--- src/rtl/altimeter_frame_receiver_crc16_defines.svh ---
// Assertion macros shared by the receiver RTL files.
// Expects clk and rst_n in the scope where a macro is used.
`ifndef ALTIMETER_FRAME_RECEIVER_CRC16_DEFINES_SVH
`define ALTIMETER_FRAME_RECEIVER_CRC16_DEFINES_SVH

// Consequent must hold in the same cycle as the antecedent.
`define AFRC16_ASSERT_SAME(label, ante, cons, msg) \
    label: assert property (@(posedge clk) disable iff (!rst_n) (ante) |-> (cons)) \
        else $error(msg);

// Consequent must hold in the cycle after the antecedent.
`define AFRC16_ASSERT_NEXT(label, ante, cons, msg) \
    label: assert property (@(posedge clk) disable iff (!rst_n) (ante) |=> (cons)) \
        else $error(msg);

`endif

--- src/rtl/afrc16_pkg.sv ---
// Types and constants for the framed CRC-16/X.25 receiver.
// No dependencies; imported by every RTL module of the block.
`default_nettype none

package afrc16_pkg;

    typedef logic [1:0] cfg_index_t;
    localparam cfg_index_t CFG_HEADER_FIRST  = 2'd0;
    localparam cfg_index_t CFG_HEADER_SECOND = 2'd1;
    localparam cfg_index_t CFG_VERSION       = 2'd2;

    localparam logic [15:0] CRC_INIT    = 16'hFFFF;
    localparam logic [15:0] CRC_POLY    = 16'h8408;
    localparam logic [15:0] CRC_XOR_OUT = 16'hFFFF;
    localparam logic [15:0] CRC_LSB     = 16'h0001;

    typedef logic [3:0] byte_pos_t;
    localparam byte_pos_t POS_AFTER_START = 4'd3;
    localparam byte_pos_t POS_DIST_HI     = 4'd4;
    localparam byte_pos_t POS_DIST_LO     = 4'd5;
    localparam byte_pos_t POS_SIG_HI      = 4'd10;
    localparam byte_pos_t POS_SIG_LO      = 4'd11;
    localparam byte_pos_t POS_STAT_HI     = 4'd12;
    localparam byte_pos_t POS_STAT_LO     = 4'd13;
    localparam byte_pos_t POS_CRC_LO      = 4'd14;
    localparam byte_pos_t POS_CRC_HI      = 4'd15;

    typedef logic [1:0] win_fill_t;
    localparam win_fill_t WIN_FULL = 2'd2;

    typedef struct packed {
        logic [7:0] header_first;
        logic [7:0] header_second;
        logic [7:0] version;
    } frame_cfg_t;

    typedef struct packed {
        logic        frame_ok;
        logic [15:0] distance;
        logic [15:0] signal_strength;
        logic [15:0] status_word;
    } frame_result_t;

endpackage

`default_nettype wire

--- src/rtl/altimeter_frame_receiver_crc16.sv ---
// Framed serial receiver: takes one byte per word, hunts for the configured
// three-byte start, checks the CRC-16/X.25 over bytes 0..13 of a 16-byte frame
// against bytes 14/15 and emits one result word per frame. Every byte goes
// through an input register and is then handled by the parser, which
// carries the hunt window, frame position, running CRC and the captured
// words; a result lands in an output register. Throughput is one byte per
// clock; a byte waits in the input register only while the output register
// holds an untaken result and the byte closes a frame. The last frame byte
// passes the input register, and its result the output register, before
// out_valid rises. Depends on afrc16_pkg, afrc16_parser, afrc16_crc_step and
// the assertion macro header.
`default_nettype none
`include "altimeter_frame_receiver_crc16_defines.svh"

module altimeter_frame_receiver_crc16
(
    input  wire logic                        clk,
    input  wire logic                        rst_n,
    input  wire logic                        cfg_wr_en,
    input  wire afrc16_pkg::cfg_index_t      cfg_index,
    input  wire logic [7:0]                  cfg_data,
    input  wire logic                        in_valid,
    output logic                             in_ready,
    input  wire logic [7:0]                  rx_byte,
    output logic                             out_valid,
    input  wire logic                        out_ready,
    output logic                             frame_ok,
    output logic [15:0]                      distance,
    output logic [15:0]                      signal_strength,
    output logic [15:0]                      status_word
);
    import afrc16_pkg::*;

    frame_cfg_t    cfg_reg;
    logic          in_valid_reg;
    logic [7:0]    in_byte_reg;
    logic          out_valid_reg, out_valid_next;
    frame_result_t out_result_reg;
    frame_result_t result;
    logic          emit;
    logic          slot_free;
    logic          proc_go;
    logic          res_load;

    always_ff @(posedge clk or negedge rst_n)
    begin
        if (!rst_n)
        begin
            cfg_reg <= '0;
        end
        else if (cfg_wr_en)
        begin
            case (cfg_index)
                CFG_HEADER_FIRST:  cfg_reg.header_first  <= cfg_data;
                CFG_HEADER_SECOND: cfg_reg.header_second <= cfg_data;
                CFG_VERSION:       cfg_reg.version       <= cfg_data;
                default:           ;
            endcase
        end
    end

    afrc16_parser u_parser
    (
        .clk     (clk),
        .rst_n   (rst_n),
        .cfg     (cfg_reg),
        .step    (proc_go),
        .byte_in (in_byte_reg),
        .emit    (emit),
        .result  (result)
    );

    // hold the byte only when it closes a frame and the result slot is busy
    assign slot_free = !out_valid_reg || out_ready;
    assign proc_go   = in_valid_reg && (!emit || slot_free);
    assign res_load  = proc_go && emit;
    assign in_ready  = !in_valid_reg || proc_go;

    always_ff @(posedge clk or negedge rst_n)
    begin
        if (!rst_n)
            in_valid_reg <= 1'b0;
        else if (in_ready)
            in_valid_reg <= in_valid;
    end

    always_ff @(posedge clk)
    begin
        if (in_ready && in_valid)
            in_byte_reg <= rx_byte;
    end

    always_comb
    begin
        if (res_load)
            out_valid_next = 1'b1;
        else if (out_ready)
            out_valid_next = 1'b0;
        else
            out_valid_next = out_valid_reg;
    end

    always_ff @(posedge clk or negedge rst_n)
    begin
        if (!rst_n)
            out_valid_reg <= 1'b0;
        else
            out_valid_reg <= out_valid_next;
    end

    always_ff @(posedge clk)
    begin
        if (res_load)
            out_result_reg <= result;
    end

    assign out_valid       = out_valid_reg;
    assign frame_ok        = out_result_reg.frame_ok;
    assign distance        = out_result_reg.distance;
    assign signal_strength = out_result_reg.signal_strength;
    assign status_word     = out_result_reg.status_word;

    `AFRC16_ASSERT_NEXT(a_result_shown, res_load, out_valid_reg,
        "loaded result not presented")
    `AFRC16_ASSERT_NEXT(a_byte_held, in_valid_reg && !proc_go,
        in_valid_reg && $stable(in_byte_reg), "stalled byte lost from input register")
    `AFRC16_ASSERT_SAME(a_no_overwrite, res_load, !out_valid_reg || out_ready,
        "result overwrites an untaken word")

endmodule

`default_nettype wire

--- src/rtl/afrc16_crc_step.sv ---
// One-byte update of the reflected CRC-16 (poly 0x8408).
// Depends on afrc16_pkg for the polynomial.
`default_nettype none

module afrc16_crc_step
(
    input  wire logic [15:0] crc_in,
    input  wire logic [7:0]  data,
    output logic      [15:0] crc_out
);
    import afrc16_pkg::*;

    logic [15:0] c;

    // eight bit steps, LSB first
    always_comb
    begin
        c = crc_in ^ {8'h00, data};
        for (int k = 0; k < 8; k++)
        begin
            if ((c & CRC_LSB) != 16'h0000)
                c = (c >> 1) ^ CRC_POLY;
            else
                c = c >> 1;
        end
        crc_out = c;
    end

endmodule

`default_nettype wire

--- src/rtl/afrc16_parser.sv ---
// Frame hunt, position tracking, CRC accumulation and word capture.
// Depends on afrc16_pkg, afrc16_crc_step and the assertion macro header.
`default_nettype none
`include "altimeter_frame_receiver_crc16_defines.svh"

module afrc16_parser
(
    input  wire logic                       clk,
    input  wire logic                       rst_n,
    input  wire afrc16_pkg::frame_cfg_t     cfg,
    input  wire logic                       step,
    input  wire logic [7:0]                 byte_in,
    output logic                            emit,
    output afrc16_pkg::frame_result_t       result
);
    import afrc16_pkg::*;

    logic [15:0] hunt_window_reg, hunt_window_next;
    win_fill_t   window_fill_reg, window_fill_next;
    logic        in_frame_reg, in_frame_next;
    byte_pos_t   byte_pos_reg, byte_pos_next;
    logic [15:0] crc_reg, crc_next;
    logic [15:0] dist_reg, dist_next;
    logic [15:0] sig_reg, sig_next;
    logic [15:0] stat_reg, stat_next;
    logic [7:0]  crc_low_reg, crc_low_next;
    logic [15:0] held_dist_reg, held_dist_next;
    logic [15:0] held_sig_reg, held_sig_next;
    logic [15:0] held_stat_reg, held_stat_next;

    logic [15:0] crc_h1, crc_h2, crc_start, crc_run;
    logic        start_hit;
    logic        crc_match;

    // CRC over the three start bytes; on a hit they equal the configured bytes
    afrc16_crc_step u_crc_h1 (.crc_in(CRC_INIT), .data(cfg.header_first),  .crc_out(crc_h1));
    afrc16_crc_step u_crc_h2 (.crc_in(crc_h1),   .data(cfg.header_second), .crc_out(crc_h2));
    afrc16_crc_step u_crc_h3 (.crc_in(crc_h2),   .data(cfg.version),       .crc_out(crc_start));
    afrc16_crc_step u_crc_run (.crc_in(crc_reg), .data(byte_in),           .crc_out(crc_run));

    assign start_hit = (window_fill_reg == WIN_FULL)
                    && (hunt_window_reg[15:8] == cfg.header_first)
                    && (hunt_window_reg[7:0] == cfg.header_second)
                    && (byte_in == cfg.version);

    assign emit      = in_frame_reg && (byte_pos_reg == POS_CRC_HI);
    assign crc_match = ({byte_in, crc_low_reg} == (crc_reg ^ CRC_XOR_OUT));

    always_comb
    begin
        result.frame_ok        = crc_match;
        result.distance        = crc_match ? dist_reg : held_dist_reg;
        result.signal_strength = crc_match ? sig_reg  : held_sig_reg;
        result.status_word     = crc_match ? stat_reg : held_stat_reg;
    end

    always_comb
    begin
        hunt_window_next = hunt_window_reg;
        window_fill_next = window_fill_reg;
        in_frame_next    = in_frame_reg;
        byte_pos_next    = byte_pos_reg;
        crc_next         = crc_reg;
        dist_next        = dist_reg;
        sig_next         = sig_reg;
        stat_next        = stat_reg;
        crc_low_next     = crc_low_reg;
        held_dist_next   = held_dist_reg;
        held_sig_next    = held_sig_reg;
        held_stat_next   = held_stat_reg;

        if (step)
        begin
            if (!in_frame_reg)
            begin
                if (start_hit)
                begin
                    crc_next         = crc_start;
                    in_frame_next    = 1'b1;
                    byte_pos_next    = POS_AFTER_START;
                    hunt_window_next = 16'h0000;
                    window_fill_next = '0;
                    dist_next        = 16'h0000;
                    sig_next         = 16'h0000;
                    stat_next        = 16'h0000;
                end
                else
                begin
                    hunt_window_next = {hunt_window_reg[7:0], byte_in};
                    if (window_fill_reg != WIN_FULL)
                        window_fill_next = window_fill_reg + 2'd1;
                end
            end
            else
            begin
                if (byte_pos_reg < POS_CRC_LO)
                    crc_next = crc_run;

                case (byte_pos_reg)
                    POS_DIST_HI: dist_next = {byte_in, 8'h00};
                    POS_DIST_LO: dist_next = {dist_reg[15:8], byte_in};
                    POS_SIG_HI:  sig_next  = {byte_in, 8'h00};
                    POS_SIG_LO:  sig_next  = {sig_reg[15:8], byte_in};
                    POS_STAT_HI: stat_next = {byte_in, 8'h00};
                    POS_STAT_LO: stat_next = {stat_reg[15:8], byte_in};
                    POS_CRC_LO:  crc_low_next = byte_in;
                    default:     ;
                endcase

                if (byte_pos_reg == POS_CRC_HI)
                begin
                    // close the frame and go back to hunting with an empty window
                    if (crc_match)
                    begin
                        held_dist_next = dist_reg;
                        held_sig_next  = sig_reg;
                        held_stat_next = stat_reg;
                    end
                    in_frame_next    = 1'b0;
                    byte_pos_next    = '0;
                    crc_next         = CRC_INIT;
                    hunt_window_next = 16'h0000;
                    window_fill_next = '0;
                end
                else
                begin
                    byte_pos_next = byte_pos_reg + 4'd1;
                end
            end
        end
    end

    always_ff @(posedge clk or negedge rst_n)
    begin
        if (!rst_n)
        begin
            hunt_window_reg <= 16'h0000;
            window_fill_reg <= '0;
            in_frame_reg    <= 1'b0;
            byte_pos_reg    <= '0;
            crc_reg         <= CRC_INIT;
            crc_low_reg     <= 8'h00;
            held_dist_reg   <= 16'h0000;
            held_sig_reg    <= 16'h0000;
            held_stat_reg   <= 16'h0000;
        end
        else
        begin
            hunt_window_reg <= hunt_window_next;
            window_fill_reg <= window_fill_next;
            in_frame_reg    <= in_frame_next;
            byte_pos_reg    <= byte_pos_next;
            crc_reg         <= crc_next;
            crc_low_reg     <= crc_low_next;
            held_dist_reg   <= held_dist_next;
            held_sig_reg    <= held_sig_next;
            held_stat_reg   <= held_stat_next;
        end
    end

    always_ff @(posedge clk)
    begin
        dist_reg <= dist_next;
        sig_reg  <= sig_next;
        stat_reg <= stat_next;
    end

    `AFRC16_ASSERT_SAME(a_pos_in_frame, in_frame_reg, byte_pos_reg >= POS_AFTER_START,
        "frame position below first data byte")
    `AFRC16_ASSERT_SAME(a_pos_hunting, !in_frame_reg, byte_pos_reg == '0,
        "position not cleared while hunting")
    `AFRC16_ASSERT_NEXT(a_frame_close, step && emit,
        !in_frame_reg && (window_fill_reg == '0) && (crc_reg == CRC_INIT),
        "frame end did not return to hunting")

endmodule

`default_nettype wire
--- config.mk ---
export PLATFORM = sky130hd
export DESIGN_NAME = altimeter_frame_receiver_crc16
export DESIGN_NICKNAME = d
export VERILOG_FILES = /design/src/rtl/afrc16_pkg.sv /design/src/rtl/altimeter_frame_receiver_crc16.sv /design/src/rtl/afrc16_crc_step.sv /design/src/rtl/afrc16_parser.sv
export VERILOG_INCLUDE_DIRS = /design/src /design/src/rtl
export SDC_FILE = /design/constraint.sdc
export NUM_CORES = 1
export LEC_CHECK = 0
export BUFFER_PORTS_ARGS = -buffer_cell sky130_fd_sc_hd__buf_4
export CORE_MARGIN = 1
export CORE_UTILIZATION = 25
export DETAILED_ROUTE_END_ITERATION = 8
export PLACE_DENSITY = 0.47
export SETUP_SLACK_MARGIN = 0.05
export SYNTH_ARGS = -nofsm -noshare
export SYNTH_HDL_FRONTEND = slang
export SYNTH_SLANG_ARGS = --single-unit
--- constraint.sdc ---
create_clock -name clk -period 7.9 [get_ports clk]
set_input_delay 1.58 -clock clk [delete_from_list [all_inputs] [get_ports clk]]
set_output_delay 1.58 -clock clk [all_outputs]
set_load 0.02 [all_outputs]
# == Yosys cells after proc, flatten, opt, wreduce, memory -nomap -nowiden ==
# Cells that the tools add are included.
# op_classes
n_lt_le_gt_ge,1
eq_ne,27
n_addsub,2
n_bitwise,37
mux,61
reduce_logical,32
# ops
operator,n
$mux W16,46
$not A2 Y3,32
$pmux W16 S2,3
$xor A16 B8 Y16,3
$eq A4 B4 Y1 const B,6
$eq A8 B8 Y1,3
$reduce_and A3 Y1,7
$eq A16 B16 Y1,1
$ne A2 B2 Y1 const B,8
$not A16 Y16,1
$not A8 Y16,1
$mux W4,3
$ne A3 B3 Y1 const B,4
$reduce_and A4 Y1,3
$reduce_and A2 Y1,5
$eq A4 B3 Y1 const B,2
$mux W2,4
$logic_and A1 B1 Y1,7
$mux W1,5
$add A4 B1 Y4 const B,1
$eq A2 B2 Y1 const B,2
$lt A4 B4 Y1 const B,1
$reduce_bool A2 Y1,2
$logic_not A1 Y1,3
5 further kinds,7
# totals
out_inout_bits,51
elab_cells,185
reg_bits,226
in_bits,23

# == Depth between registers and ports, before layout ==
# Gate-level depths: netlist (run 1).
# depth
word_depth,53
mapped_depth,9
ltp_nobuf,7

# == Modules after synthesis ==
# Synthesis (run 1) repeated with hierarchy kept, for this count alone.
# hier_totals
hier_cells,750
area_unflattened_um2,10936.7
# by_module_without_submodules
mod,area_per_inst_um2,cells_each,instances
afrc16_parser,6692.7,532,1
altimeter_frame_receiver_crc16,2722.6,118,1
afrc16_crc_step,380.4,25,4

# == Least setup slack after synthesis (run 1) ==
# OpenSTA, ideal clock, no wires.
# synth_path
path_kind,input to register
start,input out_ready
end,register u_parser.held_dist_reg[15]
setup_time_ns,0.125
t_required_ns,7.775
setup_slack_ns,2.926
arrival_ns,4.850
stages,7
path_buffers,2
path_cell_list,nand2b_1 > nand2_1 > nor2_1 > nand2_1 > buf_2 > buf_2 > mux2_2
# synth_between
elab_chain_cells,4
# synth_rtl
element,line,rtl
"start, declared",altimeter_frame_receiver_crc16.sv:26,"input wire logic out_ready,"
$logic_or A1 B1 Y1,altimeter_frame_receiver_crc16.sv:74,assign slot_free = !out_valid_reg || out_ready;
$logic_or A1 B1 Y1,altimeter_frame_receiver_crc16.sv:75,assign proc_go = in_valid_reg && (!emit || slot_free);
$logic_and A1 B1 Y1,altimeter_frame_receiver_crc16.sv:75,
$reduce_and A3 Y1 (no line),-,
"end signal, assigned",afrc16_parser.sv:155,held_dist_reg <= held_dist_next;
"end, declared",afrc16_parser.sv:27,"logic [15:0] held_dist_reg, held_dist_next;"
# Every way passes these cells.
# A chain may end at the register's enable or synchronous reset.

# == Worst setup path after layout (run 1) ==
# layout_path
start,input out_ready
end,output in_ready
# layout_between
elab_chain_cells,4
# layout_rtl
element,line,rtl
$logic_or A1 B1 Y1,altimeter_frame_receiver_crc16.sv:74,
$logic_or A1 B1 Y1,altimeter_frame_receiver_crc16.sv:75,
$logic_and A1 B1 Y1,altimeter_frame_receiver_crc16.sv:75,
$logic_or A1 B1 Y1,altimeter_frame_receiver_crc16.sv:77,assign in_ready = !in_valid_reg || proc_go;
"end, declared",altimeter_frame_receiver_crc16.sv:23,"output logic in_ready,"
# Every way passes these cells.

==> results.json, run 1 <==
{
  "status": "completed",
  "tightest_slew_ns": 1.12,
  "final_nets": 834,
  "root_buffer": "clkbuf_16",
  "critPathMaxFanout": 4,
  "dr.pass1.iters": 4,
  "syn-cell-area_mm2": 0.0104,
  "path_clk_slew_ns": 0.06,
  "fin_skew_ns": 0.0107,
  "routed_wl_um": 23800,
  "ys_seq_area_share_pct": 59.8,
  "diodes": 0,
  "die_x_um": 206,
  "fill_cells": 4143,
  "num_vias": 5805,
  "overflow": 0,
  "regToRegStartpoint": "in_byte_reg[5]",
  "hpwl_um": 16200,
  "drive_gt1_share_pct": 33.3,
  "insertion_delay_ns": 0.53,
  "port_buffers": 73,
  "cts_sinks": 226,
  "worstPathArrival_ns": 2.49,
  "hold-path-endpoint": "u_parser.crc_reg[4]",
  "gp_congestion": 0.746,
  "worstPathRequired_ns": 6.32,
  "synth_enable_flop_cells": 105,
  "synthFlopType": "edfxtp_1",
  "cts_buffers": 26,
  "postRouteAntennaNets": 0,
  "synthTopCellsByArea": "edfxtp_1 (30%), dfrtp_1 (25%), mux2_2 (14%), xnor2_1 (5.4%), dfstp_2 (4.1%)",
  "grt_util_all_layers_pct": 11.5,
  "grt_max_degree": 51,
  "die_h_um": 206,
  "core_mm2": 0.0408,
  "dp.cells": 1310,
  "netlist_top_cells_count": "mux2_2 (132), dfrtp_1 (105), edfxtp_1 (105)",
  "maxCapViolations": 0,
  "fmax_mhz": 246,
  "slew_headroom_pct": 25.4,
  "synth_area_leader_cell": "edfxtp_1",
  "end_kind": "output pin",
  "r2r_cells": 6,
  "p_leak_nw": 4.85,
  "synthCells": 736,
  "hold_path_depth": 2,
  "ir_drop_v": 0.000132,
  "htreeDepth": 1,
  "pin_count": 74,
  "drt_iter0_markers": 204,
  "min_path_type": "reg2reg",
  "rsz0062_at_grt": "false",
  "tns_ns": 0,
  "cp-start-kind": "input port",
  "synth_fp_nets": 764,
  "fin_util_pct": 30.1,
  "powerDensity_mw_per_mm2": 276,
  "drcViolationCount": 0,
  "fin_crit_sh_pct": 51.5,
  "grt_pass1_wl_um": 37100,
  "largest_reg_flops": 24,
  "worstHoldStart": "u_parser.crc_reg[4]",
  "initial_utilization_pct": 25.4,
  "yosysWarnings": 0,
  "cts_buffer_depth": 3,
  "async_flop_share_pct": 53.5,
  "cts_hold_buf": 0,
  "setup_viol": 0,
  "power_mw": 3.39,
  "synth_cell_type_count": 49,
  "rr_endpoint": "u_parser.sig_reg[8]",
  "grt_pass1_vias": 6087,
  "cts_tree": "yes",
  "cts_setup_buffers": 0,
  "via_per_inst": 4.27,
  "finalHoldViolations": 0,
  "synth.top_cell.area_share_pct": 30.4,
  "fin_cells": 1358,
  "synth_seq_cells": 226,
  "min_period_ns": 4.07,
  "syn_to_final_growth_pct": 18.7,
  "dieArea_mm2": 0.0423,
  "regToRegSetupSlack_ns": 4.40,
  "post-synth-top-count-cell": "mux2_2",
  "avgRoutedWirePerCell_um": 17.5,
  "fp-row-count": 74,
  "synth.avg_cell_area_um2": 14.1,
  "crit_type": "in2out",
  "drv_slew": 0,
  "antenna_found_initial": 0,
  "post_cts_resize_count": 0
}
==> kinds of logic (layout without fill, tap and decap cells) <==
group | count (synthesis) | after routing | synth area share (%)
AOI/OAI and AO/OA | 58 | 58 | 3.90
xor gates and xnor gates | 122 | 122 | 11.9
adders and majority gates | 5 | 5 | 0.603
buffers and inverters | 57 | 147 | 2.50
DFF | 226 | 226 | 59.8
muxes | 146 | 146 | 15.7
and+or+nand+nor | 122 | 122 | 5.59
==> how the worst max path moves through the flow <==
stage / from / to / slack [ns] / cells past startpoint
5_1_grt: out_ready / in_ready / 3.72 / 5
6_report: out_ready / in_ready / 3.83 / 5
4_1_cts: out_ready / in_ready / 3.82 / 5
3_3_place_gp: out_ready / in_ready / 3.86 / 5
2_1_floorplan: out_ready / u_parser.held_dist_reg[15] / 2.93 / 7
3_5_place_dp: out_ready / in_ready / 3.83 / 5
==> critical path, cell delays in order <==
cell	delay (ns)
buf_4	0.11
nand2b_1	0.16
nor2_1	0.25
nand3_1	0.18
buf_4	0.22
==> placed cells by master (no fill, tap or decap), types with 3 or more instances in the layout <==
cell / count
xor2_1: 46
nand2_1: 24
o22ai_1: 13
mux2_2: 132
dfrtp_1: 105
o21ai_0: 8
mux2i_1: 13
dfstp_2: 16
nand3_1: 7
nand4_1: 7
nor2_1: 53
edfxtp_1: 105
ha_1: 5
clkbuf_1: 4
a21oi_1: 9
clkbuf_16: 26
a22o_1: 17
nor4_1: 5
xnor2_1: 64
inv_1: 18
clkinv_1: 9
xnor3_1: 6
and3_1: 3
clkinv_2: 3
buf_4: 81
and2_1: 4
bufinv_16: 3
o31ai_1: 3
==> stage by stage <==
step	hold WS, ns	instance area [um2]	setup WS, ns
after floorplan	0.465	10400	2.93
after global placement	0.479	11500	3.86
after detailed placement	0.485	11500	3.83
after CTS	0.493	12300	3.82
after global routing	0.508	12300	3.72
final	0.490	12300	3.83
==> area by class of cell <==
cell class,instances,area [um2],share of cell area [%]
clock buffers,31,679,5.52
flip-flops and latches,226,6200,50.4
inverters,18,67.6,0.549
multi-input cells,453,3930,31.9
clock inverters,17,163,1.32
repair buffers,81,608,4.94
well taps,532,666,5.41
==> per-layer routing <==
metal  share of wire, %  GRT usage (%)  vias up  wire length, um
met1                 48           16.0     2887            11400
li1                   -              -     2766                -
met2                 46           18.3      112            10900
met3                3.7           1.87       40              876
met4                2.7           3.17        0              635
met5                  0              0        -                0
==> report_power, final <==
group,total (mW),switching (mW),leakage [nW],internal [mW]
Sequential,1.34,0.0719,2.31,1.27
Combinational,0.861,0.421,2.13,0.440
Clock,1.19,0.486,0.408,0.709
Total,3.39,0.979,4.85,2.42
Note: power is estimated with default switching activity, not from simulation.
==> run 2: changes to the inputs <==
--- a/config.mk
+++ b/config.mk
@@ -6,11 +6,12 @@
 export SDC_FILE = /design/constraint.sdc
 export NUM_CORES = 1
 export LEC_CHECK = 0
+export ABC_AREA = 1
 export BUFFER_PORTS_ARGS = -buffer_cell sky130_fd_sc_hd__buf_4
 export CORE_MARGIN = 1
 export CORE_UTILIZATION = 25
 export DETAILED_ROUTE_END_ITERATION = 8
-export PLACE_DENSITY = 0.47
+export PLACE_DENSITY = 0.48
 export SETUP_SLACK_MARGIN = 0.05
 export SYNTH_ARGS = -nofsm -noshare
 export SYNTH_HDL_FRONTEND = slang
==> constraint.sdc (replaced) <==
create_clock -name clk -period 3.6 [get_ports clk]
set_input_delay 0.72 -clock clk [delete_from_list [all_inputs] [get_ports clk]]
set_output_delay 0.72 -clock clk [all_outputs]
set_load 0.02 [all_outputs]
==> run 2 against run 1 <==
Synthesized cell count is 73% higher. Sequential share of layout area shrank 3.2 points. Sequential power grew to 2.9 times the previous value. Non-clock buffer count is 6 higher. Combinational power increased to 3.4 times the previous value. Routed wire length increased by 19%. Critical endpoint is now u_parser.stat_reg[4]. Via count is 40% higher. Critical path depth rose by 5. Global-route usage up 1.4 points. Count of clock-buffer cells in the layout up 8.
==> results.json, run 2 <==
{
  "syn-cell-area_mm2": 0.0111,
  "fill_cells": 4641,
  "slew_headroom_pct": 45.9,
  "cp_top_family": "simple AND/OR/NAND/NOR gates",
  "power_mw": 9.37,
  "final_nets": 1369,
  "cp_slowest_cell": "a21oi_1",
  "min_path_type": "in2async",
  "die_x_um": 213,
  "powerDensity_mw_per_mm2": 713,
  "synth_cell_type_count": 38,
  "overflow": 0,
  "fin_ws_ns": 0.762,
  "rr_endpoint": "u_parser.stat_reg[4]",
  "cts_buffer_depth": 3,
  "final_cell_area_mm2": 0.0132,
  "max_stage_delay_ns": 0.71,
  "cts_tree": "yes",
  "layout_common_cells": "nand2_1 (353), inv_1 (157), nor2_1 (125), dfrtp_1 (105), edfxtp_1 (105)",
  "die_h_um": 213,
  "root_buffer": "clkbuf_16",
  "syn_to_final_growth_pct": 18.1,
  "via_per_inst": 4.17,
  "post-synth-top-count-cell": "nand2_1",
  "htreeDepth": 1,
  "cts_hold_buf": 0,
  "worstPathArrival_ns": 3.01,
  "ys_seq_area_share_pct": 55.7,
  "fin_skew_ns": 0.0134,
  "async_flop_share_pct": 53.5,
  "grt_pass1_vias": 8020,
  "drv_slew": 0,
  "cts_sinks": 226,
  "cp_common_cell": "nand2_1",
  "netlist_top_cells_count": "nand2_1 (353), inv_1 (157), nor2_1 (125)",
  "core_mm2": 0.0435,
  "synth_seq_cells": 226,
  "drt_iter0_markers": 530,
  "cp-start-kind": "flop",
  "dieArea_mm2": 0.0454,
  "p_switching_mw": 3.34,
  "worstPathRequired_ns": 3.77,
  "crit_type": "reg2reg",
  "largest_reg_flops": 24,
  "port_buffers": 73,
  "maxCapViolations": 0,
  "p_int_mw": 6.03,
  "dp.cells": 1898,
  "final_common_cell": "nand2_1",
  "num_vias": 8122,
  "fin_crit_sh_pct": 78.8,
  "fin_cells": 1946,
  "synth_fp_nets": 1301,
  "yosysWarnings": 0,
  "synthTopCellsByArea": "edfxtp_1 (28%), dfrtp_1 (24%), nand2_1 (12%), inv_1 (5.3%), nor2_1 (4.2%)",
  "regToRegStartpoint": "cfg_reg[19]",
  "dr.pass1.iters": 5,
  "place_ws_ns": 0.829,
  "synth.top_cell.area_share_pct": 28.3,
  "min_period_ns": 2.84,
  "initial_utilization_pct": 25.6,
  "drcViolationCount": 0,
  "end_kind": "flop",
  "pin_count": 74,
  "cts_buffers": 26,
  "insertion_delay_ns": 0.55,
  "drive_gt1_share_pct": 15.5,
  "finalHoldViolations": 0,
  "gp_congestion": 0.873,
  "tightest_slew_ns": 0.812,
  "grt_util_all_layers_pct": 12.8,
  "synth_enable_flop_cells": 105,
  "p_leak_nw": 5.94,
  "r2r_cells": 10,
  "place_area_mm2": 0.0123,
  "regToRegSetupSlack_ns": 0.76,
  "rsz0062_at_grt": "false",
  "antenna_found_initial": 0,
  "grt_pass1_wl_um": 44900,
  "ir_drop_v": 0.000289,
  "critPathMaxFanout": 12,
  "synth_area_leader_cell": "edfxtp_1",
  "whs_ns": 0.133,
  "tns_ns": 0,
  "fp-row-count": 76,
  "fmax_mhz": 352,
  "postRouteAntennaNets": 0,
  "fin_util_pct": 30.3,
  "synthFlopType": "edfxtp_1",
  "worst-path-buf-inv": 1,
  "power.share.sequential_pct": 41.7,
  "hpwl_um": 21100,
  "synthCells": 1273,
  "avgRoutedWirePerCell_um": 14.6,
  "path_clk_slew_ns": 0.06,
  "synth.avg_cell_area_um2": 8.75,
  "status": "completed",
  "diodes": 0,
  "sw_frac_of_total_pct": 35.7,
  "cts_setup_buffers": 0,
  "routed_wl_um": 28300,
  "combPwrFrac_pct": 30.9,
  "setup_viol": 0,
  "grt_max_degree": 70,
  "clock_power_share_pct": 27.4,
  "post_cts_resize_count": 0,
  "critical_path.cell_chain": "inv_1 > nand2_1 > nand4_1 > nor2_1 > nand2_1 > nor2_1 > nand2_1 > nand2_2 > nand2_1 > a21oi_1"
}
## run 2: worst register-to-register path, stage by stage, from the launching register on
cell,delay (ns)
dfrtp_1,0.59
inv_1,0.14
nand2_1,0.08
nand4_1,0.12
nor2_1,0.10
nand2_1,0.07
nor2_1,0.08
nand2_1,0.09
nand2_2,0.21
nand2_1,0.28
a21oi_1,0.71
## run 2: power groups by stage
stage / combinational (mW) / sequential [mW] / clock (mW)
floorplan: 2.25 / 3.75 / 0
global placement: 2.87 / 3.95 / 0
detailed placement: 2.91 / 3.96 / 0
CTS: 2.93 / 3.92 / 2.65
global route: 3.30 / 3.98 / 2.76
finish: 2.90 / 3.91 / 2.57
## run 2: cells by family after synthesis
logic type | Yosys count | synth area share [%]
and+or+nand+nor | 595 | 21.9
adders and majority gates | 5 | 0.562
DFF | 226 | 55.7
muxes | 3 | 0.303
buffers and inverters | 219 | 8.05
xor gates and xnor gates | 55 | 4.33
AOI/OAI and AO/OA | 170 | 9.19
## run 2: cell type report
cell class / count / area (um2) / share of cell area (%)
multi-input cells: 828 / 4040 / 30.7
clock buffers: 39 / 749 / 5.70
clock inverters: 9 / 78.8 / 0.599
repair buffers: 87 / 703 / 5.35
well taps: 585 / 732 / 5.56
flip-flops and latches: 226 / 6200 / 47.1
inverters: 172 / 648 / 4.93
## run 2: worst max path at each step
stage / end / cells past startpoint / startpoint / slack, ns
global route: u_parser.stat_reg[4] / 10 / cfg_reg[19] / 0.48
CTS: u_parser.stat_reg[4] / 10 / cfg_reg[19] / 0.82
global placement: u_parser.stat_reg[2] / 10 / cfg_reg[19] / 0.90
finish: u_parser.stat_reg[4] / 10 / cfg_reg[19] / 0.76
detailed placement: u_parser.stat_reg[2] / 10 / cfg_reg[19] / 0.83
floorplan: distance[0] / 8 / out_ready / 1.02
## run 2: layer usage
metal	wire length (um)	vias up	track usage [%]	part of all wire [%]
li1	-	4190	-	-
met5	0	-	0	0
met2	13700	141	22.3	49
met1	12800	3747	16.2	45
met3	1000	44	2.03	3.5
met4	799	0	4.02	2.8
==> run 3: changes to the inputs <==
==> constraint.sdc (replaced) <==
create_clock -name clk -period 2.3 [get_ports clk]
set_input_delay 0.46 -clock clk [delete_from_list [all_inputs] [get_ports clk]]
set_output_delay 0.46 -clock clk [all_outputs]
set_load 0.02 [all_outputs]
==> run 3 against run 2 <==
Flip-flop and latch count did not move. Clock power rose by 63%. Setup slack got worse by 0.66 ns. Final cell count rose by 2.5%. Die area did not move. Routed wire length rose by 0.33%. Largest cell class unchanged. Largest power group unchanged. Highest routed layer unchanged.
==> results.json, run 3 (same netlist as run 2, synthesis figures left out) <==
{
  "setup_viol": 0,
  "rsz0062_at_grt": "true",
  "overflow": 0,
  "fin_ws_ns": 0.104,
  "cts_buffers": 25,
  "cp-start-kind": "flop",
  "hpwl_um": 21000,
  "path_clk_slew_ns": 0.06,
  "place_ws_ns": 0.00329,
  "gp_congestion": 0.845,
  "worstPathRequired_ns": 1.84,
  "via_per_inst": 4.24,
  "ir_drop_v": 0.000544,
  "status": "completed",
  "worstPathArrival_ns": 1.74,
  "grt_util_all_layers_pct": 12.8,
  "dieArea_mm2": 0.0454,
  "die_x_um": 213,
  "min_path_type": "in2async",
  "antenna_found_initial": 0,
  "htreeDepth": 1,
  "place_area_mm2": 0.0126,
  "drive_gt1_share_pct": 19.6,
  "avgRoutedWirePerCell_um": 14.3,
  "layout_common_cells": "nand2_1 (351), inv_1 (156), buf_4 (129), nor2_1 (120), edfxtp_1 (105)",
  "drcViolationCount": 0,
  "cts_tree": "yes",
  "regToRegSetupSlack_ns": 0.18,
  "fin_skew_ns": 0.0108,
  "regToRegStartpoint": "in_byte_reg[0]",
  "tightest_slew_ns": 0.691,
  "routed_wl_um": 28400,
  "fill_cells": 4590,
  "end_kind": "output pin",
  "num_vias": 8450,
  "pin_count": 74,
  "grt_pass1_wl_um": 45300,
  "whs_ns": 0.0120,
  "postRouteAntennaNets": 0,
  "final_cell_area_mm2": 0.0136,
  "fin_crit_sh_pct": 95.5,
  "slew_headroom_pct": 53.9,
  "min_period_ns": 2.20,
  "tns_ns": 0,
  "startpoint": "u_parser.byte_pos_reg[2]",
  "drt_iter0_markers": 558,
  "diodes": 0,
  "crit_type": "reg2out",
  "grt_max_degree": 122,
  "root_buffer": "clkbuf_16",
  "critPathMaxFanout": 5,
  "drv_slew": 0,
  "port_buffers": 73,
  "rr_endpoint": "u_parser.held_stat_reg[9]",
  "final_nets": 1418,
  "powerDensity_mw_per_mm2": 1100,
  "die_h_um": 213,
  "cts_buffer_depth": 3,
  "final_common_cell": "nand2_1",
  "grt_pass1_vias": 8282,
  "fp-row-count": 76,
  "largest_reg_flops": 24,
  "maxCapViolations": 0,
  "insertion_delay_ns": 0.55,
  "fmax_mhz": 455,
  "finalHoldViolations": 0,
  "cts_sinks": 226,
  "initial_utilization_pct": 25.6,
  "cts_hold_buf": 0,
  "dr.pass1.iters": 6,
  "syn_to_final_growth_pct": 22.6,
  "r2r_cells": 12,
  "core_mm2": 0.0435,
  "p_leak_nw": 6.20
}
[run 3: cell count changes in the layout (fill, tap and decap cells not counted), moves of 2 or more]
cell	previous run	this run
buf_4	83	129
nor2_1	125	120
clkinv_2	5	1
a211oi_1	3	0
a211oi_2	0	3
nor2_2	1	4
buf_6	0	2
bufinv_16	1	3
clkinvlp_4	0	2
dfrtp_1	105	103
dfrtp_2	0	2
nand2_1	353	351
nand2_2	7	9
nor2_4	1	3
[run 3: power breakdown]
part / total, mW / internal [mW] / switching (mW)
Clock: 4.19 / 2.52 / 1.67
Combinational: 4.75 / 1.81 / 2.94
Sequential: 6.03 / 5.40 / 0.629
[run 3: layout make-up]
class | instances | area [um2] | share of cell area (%)
clock buffers | 38 | 724 | 5.31
flip-flops and latches | 226 | 6200 | 45.5
inverters | 172 | 648 | 4.75
clock inverters | 8 | 134 | 0.981
repair buffers | 136 | 1090 | 7.99
multi-input cells | 829 | 4110 | 30.1
well taps | 585 | 732 | 5.36
[run 3: per-layer routing]
layer  global-route usage, %  share of wire (%)
met1                    17.5                 47
met2                    21.2                 47
met3                    1.74                3.5
met4                    3.32                2.4
met5                       0                  0
[run 3: what timing repair did]
| action | CTS | global route |
|---|---|---|
| endpoints found under the hold margin | 0 | 0 |
| endpoints found under the setup margin | 33 | 99 |
| cloned | 0 | 1 |
| pin swaps | 1 | 5 |
| buffers inserted | 7 | 8 |
| resized for setup | 1 | 21 |
[run 3: worst max path at each step]
stage,end,slack [ns],cells after the start
finish,in_ready,0.10,5
global route,in_ready,0.03,5
CTS,u_parser.sig_reg[15],0.06,11
detailed placement,u_parser.sig_reg[12],0.003,11
global placement,u_parser.dist_reg[10],-0.007,11
floorplan,u_parser.stat_reg[10],-0.06,11
[run 3: stage by stage]
step | utilization [%] | power [mW] | instances
finish | 31.4 | 15.0 | 1994
global route | 31.4 | 16.0 | 1994
CTS | 31.1 | 15.0 | 1985
detailed placement | 29.0 | 10.7 | 1932
global placement | 29.0 | 10.7 | 1932
floorplan | - | 9.39 | 1273
[run 3: critical path: stages (launching register included)]
cell	delay, ns
dfrtp_1	0.41
nand2_1	0.16
nor2_4	0.17
nand4_1	0.12
buf_6	0.16
buf_4	0.15
